[src/ir2d_pkg.sv]
// Shared types, constants and helpers for the integer to radix digit converter.
`default_nettype none

package ir2d_pkg;

    localparam int VALUE_BITS_DEF = 31;
    localparam int RADIX_W        = 6;
    localparam int DIGIT_W        = 6;
    localparam int CHAR_W         = 7;
    localparam int OUT_DATA_W     = 8;
    localparam int CFG_ADDR_W     = 3;
    localparam int CFG_DATA_W     = 32;

    localparam logic [RADIX_W-1:0]    RADIX_RESET   = 6'd10;
    localparam logic [RADIX_W-1:0]    RADIX_MIN     = 6'd2;
    localparam logic [RADIX_W-1:0]    RADIX_MAX     = 6'd36;
    localparam logic [DIGIT_W-1:0]    DEC_DIGITS    = 6'd10;
    localparam logic [CHAR_W-1:0]     CHAR_ZERO     = 7'h30;
    localparam logic [CHAR_W-1:0]     CHAR_A        = 7'h41;
    localparam logic [CHAR_W-1:0]     CHAR_NONE     = 7'h00;
    localparam logic [CFG_ADDR_W-1:0] REG_RADIX_ADDR = 3'd0;

    typedef enum logic [2:0] {
        ST_IDLE,
        ST_CONV,
        ST_ALIGN,
        ST_EMIT,
        ST_ZERO,
        ST_BAD
    } state_t;

    typedef enum logic [1:0] {
        OUT_DIGIT,
        OUT_ZERO,
        OUT_BAD
    } out_sel_t;

    typedef struct packed {
        logic     load;
        logic     conv;
        logic     align;
        logic     emit;
        out_sel_t sel;
    } cmd_t;

    typedef struct packed {
        logic in_zero;
        logic radix_ok;
        logic conv_done;
        logic align_done;
        logic last;
    } stat_t;

    function automatic logic [CHAR_W-1:0] ascii_of(input logic [DIGIT_W-1:0] d);
        logic [CHAR_W-1:0] ch;
        if (d < DEC_DIGITS)
            ch = CHAR_ZERO + CHAR_W'(d);
        else
            ch = CHAR_A + CHAR_W'(d - DEC_DIGITS);
        return ch;
    endfunction

endpackage

`default_nettype wire

[src/ir2d_ctrl.sv]
// Digit converter sequencer: convert, align, emit; or zero/bad result.
`default_nettype none

module ir2d_ctrl (
    input  wire logic           clk,
    input  wire logic           rst_n,
    input  wire logic           s_tvalid,
    output logic                s_tready,
    output logic                m_tvalid,
    input  wire logic           m_tready,
    input  wire ir2d_pkg::stat_t stat,
    output ir2d_pkg::cmd_t      cmd
);
    import ir2d_pkg::*;

    state_t state_reg, state_next;

    always_ff @(posedge clk or negedge rst_n)
    begin
        if (!rst_n)
        begin
            state_reg <= ST_IDLE;
        end
        else
        begin
            state_reg <= state_next;
        end
    end

    always_comb
    begin
        state_next = state_reg;
        unique case (state_reg)
            ST_IDLE:
            begin
                if (s_tvalid)
                begin
                    priority if (stat.in_zero)
                        state_next = ST_ZERO;
                    else if (!stat.radix_ok)
                        state_next = ST_BAD;
                    else
                        state_next = ST_CONV;
                end
            end
            ST_CONV:
            begin
                if (stat.conv_done)
                    state_next = ST_ALIGN;
            end
            ST_ALIGN:
            begin
                if (stat.align_done)
                    state_next = ST_EMIT;
            end
            ST_EMIT:
            begin
                if (m_tready && stat.last)
                    state_next = ST_IDLE;
            end
            ST_ZERO, ST_BAD:
            begin
                if (m_tready)
                    state_next = ST_IDLE;
            end
            default:
            begin
                state_next = ST_IDLE;
            end
        endcase
    end

    always_comb
    begin
        s_tready  = 1'b0;
        m_tvalid  = 1'b0;
        cmd.load  = 1'b0;
        cmd.conv  = 1'b0;
        cmd.align = 1'b0;
        cmd.emit  = 1'b0;
        cmd.sel   = OUT_DIGIT;
        unique case (state_reg)
            ST_IDLE:
            begin
                s_tready = 1'b1;
                cmd.load = s_tvalid && !stat.in_zero && stat.radix_ok;
            end
            ST_CONV:
            begin
                cmd.conv = 1'b1;
            end
            ST_ALIGN:
            begin
                cmd.align = !stat.align_done;
            end
            ST_EMIT:
            begin
                m_tvalid = 1'b1;
                cmd.emit = m_tready;
            end
            ST_ZERO:
            begin
                m_tvalid = 1'b1;
                cmd.sel  = OUT_ZERO;
            end
            ST_BAD:
            begin
                m_tvalid = 1'b1;
                cmd.sel  = OUT_BAD;
            end
            default:
            begin
                s_tready = 1'b0;
            end
        endcase
    end

endmodule

`default_nettype wire

[src/ir2d_dpath.sv]
// Datapath: row of base-N digit cells fed one value bit per cycle, MSB first.
`default_nettype none

module ir2d_dpath #(
    parameter int VALUE_BITS = ir2d_pkg::VALUE_BITS_DEF
) (
    input  wire logic                          clk,
    input  wire logic                          rst_n,
    input  wire logic [VALUE_BITS-1:0]         value,
    input  wire logic [ir2d_pkg::RADIX_W-1:0]  radix,
    input  wire ir2d_pkg::cmd_t                cmd,
    output ir2d_pkg::stat_t                    stat,
    output logic [ir2d_pkg::CHAR_W-1:0]        digit_char,
    output logic                               last_digit,
    output logic                               status
);
    import ir2d_pkg::*;

    localparam int CW = $clog2(VALUE_BITS + 1);
    localparam logic [CW-1:0] FULL = CW'(VALUE_BITS);
    localparam logic [CW-1:0] ONE  = CW'(1);

    logic [VALUE_BITS-1:0] val_reg, val_next;
    logic [CW-1:0]         bit_cnt_reg, bit_cnt_next;
    logic [CW-1:0]         count_reg, count_next;
    logic [CW-1:0]         lvl_reg, lvl_next;
    logic [DIGIT_W-1:0]    digit_reg [VALUE_BITS];
    logic [DIGIT_W-1:0]    digit_next [VALUE_BITS];

    logic [DIGIT_W:0]      dbl [VALUE_BITS];
    logic [DIGIT_W:0]      radix_x;
    logic [VALUE_BITS-1:0] gen, prop;
    logic [VALUE_BITS:0]   sum, carry;

    // Each cell doubles and adds the carry from below; carry out when >= radix.
    // Generate/propagate per cell turns the chain into one wide add.
    always_comb
    begin
        radix_x = {1'b0, radix};
        for (int i = 0; i < VALUE_BITS; i++)
        begin
            dbl[i]  = {digit_reg[i], 1'b0};
            gen[i]  = (dbl[i] >= radix_x);
            prop[i] = ((dbl[i] | (DIGIT_W+1)'(1)) == radix_x);
        end
        sum   = {1'b0, gen | prop} + {1'b0, gen}
              + (VALUE_BITS+1)'(val_reg[VALUE_BITS-1]);
        carry = sum ^ {1'b0, gen | prop} ^ {1'b0, gen};
    end

    always_comb
    begin
        val_next     = val_reg;
        bit_cnt_next = bit_cnt_reg;
        count_next   = count_reg;
        lvl_next     = lvl_reg;
        for (int i = 0; i < VALUE_BITS; i++)
            digit_next[i] = digit_reg[i];

        priority if (cmd.load)
        begin
            val_next     = value;
            bit_cnt_next = FULL;
            count_next   = '0;
            lvl_next     = '0;
            for (int i = 0; i < VALUE_BITS; i++)
                digit_next[i] = '0;
        end
        else if (cmd.conv)
        begin
            val_next     = val_reg << 1;
            bit_cnt_next = bit_cnt_reg - ONE;
            // a new top digit appears exactly when a carry reaches the first empty cell
            count_next   = count_reg + CW'(carry[count_reg]);
            lvl_next     = count_next;
            for (int i = 0; i < VALUE_BITS; i++)
            begin
                if (carry[i+1])
                    digit_next[i] = DIGIT_W'((dbl[i] | (DIGIT_W+1)'(carry[i])) - radix_x);
                else
                    digit_next[i] = DIGIT_W'(dbl[i] | (DIGIT_W+1)'(carry[i]));
            end
        end
        else if (cmd.align || cmd.emit)
        begin
            // shift toward the top cell; the top cell is the next digit out
            for (int i = VALUE_BITS - 1; i > 0; i--)
                digit_next[i] = digit_reg[i-1];
            digit_next[0] = '0;
            if (cmd.align)
                lvl_next = lvl_reg + ONE;
            else
                count_next = count_reg - ONE;
        end
        else
        begin
            val_next = val_reg;
        end
    end

    always_ff @(posedge clk or negedge rst_n)
    begin
        if (!rst_n)
        begin
            bit_cnt_reg <= '0;
            count_reg   <= '0;
            lvl_reg     <= '0;
        end
        else
        begin
            bit_cnt_reg <= bit_cnt_next;
            count_reg   <= count_next;
            lvl_reg     <= lvl_next;
        end
    end

    always_ff @(posedge clk)
    begin
        val_reg <= val_next;
        for (int i = 0; i < VALUE_BITS; i++)
            digit_reg[i] <= digit_next[i];
    end

    always_comb
    begin
        stat.in_zero    = (value == '0);
        stat.radix_ok   = (radix >= RADIX_MIN) && (radix <= RADIX_MAX);
        stat.conv_done  = (bit_cnt_reg == ONE);
        stat.align_done = (lvl_reg == FULL);
        stat.last       = (count_reg == ONE);
    end

    always_comb
    begin
        unique case (cmd.sel)
            OUT_DIGIT:
            begin
                digit_char = ascii_of(digit_reg[VALUE_BITS-1]);
                last_digit = stat.last;
                status     = 1'b0;
            end
            OUT_ZERO:
            begin
                digit_char = CHAR_ZERO;
                last_digit = 1'b1;
                status     = 1'b0;
            end
            default:
            begin
                digit_char = CHAR_NONE;
                last_digit = 1'b1;
                status     = 1'b1;
            end
        endcase
    end

endmodule

`default_nettype wire

[src/integer_to_radix_digits_unit.sv]
// One item in flight: each value goes through VALUE_BITS bit-shift steps through
// the digit cells, then alignment, then emission of one digit per cycle while
// m_tready is high; zero or a bad radix skips these steps and answers with a
// single result item.
// Reset (rst_n, async, active low): controller idle, radix = 10.
`default_nettype none

module integer_to_radix_digits_unit #(
    parameter int VALUE_BITS = ir2d_pkg::VALUE_BITS_DEF
) (
    input  wire logic                              clk,
    input  wire logic                              rst_n,
    // configuration
    input  wire logic                              psel,
    input  wire logic                              penable,
    input  wire logic                              pwrite,
    input  wire logic [ir2d_pkg::CFG_ADDR_W-1:0]   paddr,
    input  wire logic [ir2d_pkg::CFG_DATA_W-1:0]   pwdata,
    output logic      [ir2d_pkg::CFG_DATA_W-1:0]   prdata,
    output logic                                   pready,
    // input items
    input  wire logic                              s_tvalid,
    output logic                                   s_tready,
    input  wire logic [((VALUE_BITS+7)/8)*8-1:0]   s_tdata,  // value
    // result items
    output logic                                   m_tvalid,
    input  wire logic                              m_tready,
    output logic [ir2d_pkg::OUT_DATA_W-1:0]        m_tdata,  // digit_char
    output logic                                   m_tlast,  // last_digit
    output logic                                   m_tuser   // status
);
    import ir2d_pkg::*;

    logic [RADIX_W-1:0] radix_reg, radix_next;
    logic [CHAR_W-1:0]  digit_char;
    cmd_t               cmd;
    stat_t              stat;

    assign pready = 1'b1;

    always_comb
    begin
        radix_next = radix_reg;
        if (psel && penable && pwrite && (paddr == REG_RADIX_ADDR))
            radix_next = pwdata[RADIX_W-1:0];
    end

    always_ff @(posedge clk or negedge rst_n)
    begin
        if (!rst_n)
        begin
            radix_reg <= RADIX_RESET;
        end
        else
        begin
            radix_reg <= radix_next;
        end
    end

    always_comb
    begin
        if (paddr == REG_RADIX_ADDR)
            prdata = {{(CFG_DATA_W-RADIX_W){1'b0}}, radix_reg};
        else
            prdata = '0;
    end

    ir2d_ctrl u_ctrl (
        .clk      (clk),
        .rst_n    (rst_n),
        .s_tvalid (s_tvalid),
        .s_tready (s_tready),
        .m_tvalid (m_tvalid),
        .m_tready (m_tready),
        .stat     (stat),
        .cmd      (cmd)
    );

    ir2d_dpath #(
        .VALUE_BITS (VALUE_BITS)
    ) u_dpath (
        .clk        (clk),
        .rst_n      (rst_n),
        .value      (s_tdata[VALUE_BITS-1:0]),
        .radix      (radix_reg),
        .cmd        (cmd),
        .stat       (stat),
        .digit_char (digit_char),
        .last_digit (m_tlast),
        .status     (m_tuser)
    );

    assign m_tdata = {{(OUT_DATA_W-CHAR_W){1'b0}}, digit_char};

`ifndef SYNTHESIS
    // one item in flight: never accepting while a result is offered
    a_no_overlap: assert property (@(posedge clk) disable iff (!rst_n)
        !(s_tready && m_tvalid))
        else $error("input accepted while result pending");

    a_bad_result: assert property (@(posedge clk) disable iff (!rst_n)
        (m_tvalid && m_tuser) |-> (m_tlast && (m_tdata == '0)))
        else $error("bad radix result malformed");

    a_zero_value: assert property (@(posedge clk) disable iff (!rst_n)
        (s_tvalid && s_tready && (s_tdata[VALUE_BITS-1:0] == '0)) |=>
        (m_tvalid && m_tlast && !m_tuser && (m_tdata[CHAR_W-1:0] == CHAR_ZERO)))
        else $error("zero value did not yield a single zero digit");
`endif

endmodule

`default_nettype wire

[config.mk]
export PLATFORM = sky130hd
export DESIGN_NAME = integer_to_radix_digits_unit
export DESIGN_NICKNAME = d
export VERILOG_FILES = /design/src/ir2d_pkg.sv /design/src/ir2d_ctrl.sv /design/src/ir2d_dpath.sv /design/src/integer_to_radix_digits_unit.sv
export SDC_FILE = /design/constraint.sdc
export NUM_CORES = 1
export LEC_CHECK = 0
export BUFFER_PORTS_ARGS = -buffer_cell sky130_fd_sc_hd__buf_2
export CAP_MARGIN = 15
export CORE_AREA = 10 10 346 181
export DETAILED_ROUTE_END_ITERATION = 8
export DIE_AREA = 0 0 356 191
export GPL_TIMING_DRIVEN = 0
export PLACE_DENSITY = 0.64
export SLEW_MARGIN = 20
export SYNTH_ARGS = -nofsm -noshare
export SYNTH_HDL_FRONTEND = slang
export SYNTH_SLANG_ARGS = --single-unit
[constraint.sdc]
create_clock -name clk -period 9.45 [get_ports clk]
set_input_delay 0.4725 -clock clk [delete_from_list [all_inputs] [get_ports clk]]
set_output_delay 0.4725 -clock clk [all_outputs]
set_load 0.005 [all_outputs]
==> summary.md <==
| Metric | Value |
|---|---|
| P&R area growth vs syn | 11.09% |
| Die ar. | 68,000 um2 |
| Worst-Margin Slew | 1.337 ns |
| WL/cell | between 20 and 30 um |
| Slack of the worst reg-to-reg path | 1.29 ns |
| Placed cell count | 3,754 |
| Compound-Gate Fraction of Synth Area | 27.39% |
| Global-route usage over all layers | between 20% and 30% |
| Fmax | 122.5 MHz |
| Hold Crit Endpoint | radix_reg[4] |
| Row count | 62 |
| CP Max Fanout | 37 |
| Type of the worst setup path | register to register |
| Cell area after layout | approximately 25,000 um2 |
| Starting Density | 39.48% |
| Count of flip-flops with a built-in enable after synthesis | 31 |
| Final setup violation count | 0 |
| Final wirelength | 95.59 mm |
| Crit end category | register |
| Gr ovfl total | 0 |
| P_leak | 10.60 nW |
| Number of cells on the worst reg-to-reg path | 28 |
| Hold Vio Cnt, Final | 0 |
| DR iter-0 viols | roughly 3,700 |
| Ports | 119 |
| Clk buf depth | 3 |
| Worst skew pair latency | about 0.60 ns |
| Simple-gate share of the synthesized area | 21.12% |
| DRT Pass-1 Iters | 6 |
| R2R Path End | u_dpath.digit_reg[0][53] |
| ANT nets after route | 0 |
| Global-route wire length before repair | ~140 mm |
| Max stage delay on crit path | 0.96 ns |
| Die Wd | 356 um |
| Share of post-route cells with drive strength above 1 | about 8% |
| Hpwl dp | between 70 and 80 mm |
| Clk root buf | clkbuf_16 |
| Min-delay src | pwdata[4] |
| R2r startpoint | radix_reg[0] |
| Fin nets | 3,318 |
| Required time of the critical path | 9.92 ns |
| Hold slack | 0.08471 ns |
| Primary FF master, synth | dfxtp_1 |
| Largest family of logic cells by synthesized area | compound AO/OA/AOI/OAI gates |
| Placer Congestion | roughly 1.0 |
| Initial antenna violation count | 2 |
| Syn Inst Count | 2,894 |
| Max Slew Vio Count | 0 |
| Number of diodes | 0 |
| Synth Area per Inst | 7.726 um2 |
| Clk_skew | roughly 0.021 ns |
| Slew HR | approximately 11% |
| RSZ-0062 raised after global routing | false |
| Mux contribution to synthesized area | approximately 2.9% |
| Worst path most repeated cell | a21oi_1 |
| CP arrival | 8.64 ns |
| TritonCTS Buffers | 26 |
| Synth Cell Area | between 20,000 and 25,000 um2 |
| Yosys warns | 0 |
| #FFs+latches synth | 241 |
| Worst ir drop on vdd | 171.9 uV |
| DRC | 0 |
| Slowest cell on crit path | dfrtp_4 |
| Register area share after synthesis | between 20% and 30% |
| Largest net degree at the start of global routing | 38 |
| Power per cell area | 455.0 nW/um2 |
| Hold Crit Depth | 3 |
| Clock transition at path regs | 0.07 ns |
| Largest register FFs | 186 |
| Hold Path Class | primary input to register |
| DR vias | 23,620 |
| Max Cap Viol | 0 |
| Setup TNS | 0 ns |
| Synth Area in Adders | around 14% |
| Worst Setup Start Kind | register |
| Sink Count | 241 |
| CTS tree | yes |
| H-tree depth | 1 |
| Synth Area in XOR/XNOR | 5.562% |
| Fin crit period | 8.164 ns |
| Status | finished clean |
| Dpl cell area | 23,820 um2 |
| Vias in the first global route | 20,370 |
| Yosys cell types | 102 |
| I/O Buffers | 63 |
| Layout Cells excl Fill | 3,804 |
| Synth async-reset ratio | 9.959% |
| Util after Layout | 43.86% |
| Period Utilization, post-route | around 86% |
| Vias/cell | 6.210 |
| # Post-CTS Setup Buffers | 0 |
| Die height | ~190 um |
| Total core area | 56,630 um2 |
## critical path, delay by kind of cell (launching register included)
kind	cells	cell delay, ns
flops	1	0.96
simple gates	7	0.98
buf+inv	6	1.56
compound gates	12	3.81
fa+ha+maj	2	0.52
xor+xnor	1	0.16
## synth_stat cells, types with 78 or more instances
master / n / share of area, %
nand2_1: 335 / 5.6
a21oi_1: 283 / 6.3
nor2_1: 275 / 4.6
ha_1: 197 / 11
dfxtp_1: 186 / 17
o21ai_0: 175 / 3.9
clkbuf_1: 136 / 2.3
inv_1: 110 / 1.8
a211oi_1: 106 / 3.6
xnor2_1: 88 / 3.4
nand3_1: 83 / 1.9
a21o_1: 78 / 2.6
## per-layer routing
metal	track usage, %	up-vias	wire [um]
li1	-	10750	-
met1	42.07	11050	45430
met2	28.48	1716	29400
met3	16.64	98	19160
met4	3.278	7	1219
met5	3.498	-	378
## worst max path at each step
| stage | cells after the start | endpoint | slack (ns) | startpoint |
|---|---|---|---|---|
| CTS | 28 | u_dpath.digit_reg[1][41] | 1.59 | radix_reg[0] |
| floorplan | 25 | u_dpath.count_reg[4] | 2.87 | radix_reg[1] |
| finish | 28 | u_dpath.digit_reg[0][53] | 1.29 | radix_reg[0] |
| global route | 28 | u_dpath.digit_reg[0][53] | 1.28 | radix_reg[0] |
| detailed placement | 28 | u_dpath.digit_reg[1][41] | 1.64 | radix_reg[0] |
| global placement | 27 | u_dpath.digit_reg[1][41] | -0.77 | radix_reg[1] |
## where the power goes
part           total [W]  switching (W)  internal [W]
clock            0.00126       0.000531      0.000724
sequential       0.00213       0.000592       0.00154
combinational    0.00791        0.00515       0.00276
## stage by stage
step / worst slack [ns] / total power, W
4_1_cts: 1.592 / 0.01081
3_3_place_gp: -0.7750 / 0.009462
2_1_floorplan: 2.865 / 0.007157
3_5_place_dp: 1.643 / 0.009526
6_report: 1.286 / 0.01130
5_1_grt: 1.280 / 0.01194
## kinds of logic after synthesis
logic type / after synthesis
AOI/OAI and AO/OA: 926
xor gates and xnor gates: 142
adders and majority gates: 228
buffers and inverters: 295
DFF: 241
muxes: 61
other: 2
and+or+nand+nor: 999
## final cells by class
type	instances	area, um2
Clock buffer	28	689.4
Inverter	112	430.4
Multi-Input combinational cell	2384	15940
Buffer	183	865.8
Timing Repair Buffer	68	389.1
Fill cell	5758	31790
Tap cell	768	960.9
Clock inverter	20	300.3
Sequential cell	241	5265
## placed cells by master (no fill, tap or decap), types with 55 or more instances in the layout
cell and n:
nor2_1 275, dfxtp_1 186, a21oi_1 283, a311oi_1 55, ha_1 197, xnor2_1 88, inv_1 105, buf_2 67
a21o_1 78, a211oi_1 105, nand2_1 334, nand3_1 83, o21ai_0 174, clkbuf_1 133
## what timing repair did
action | in CTS | in global routing
hold buffers | 1 | 0
endpoints found under the hold margin | 22 | 0
gates resized for setup | 0 | 0
Power figures use the tool's default switching activity.
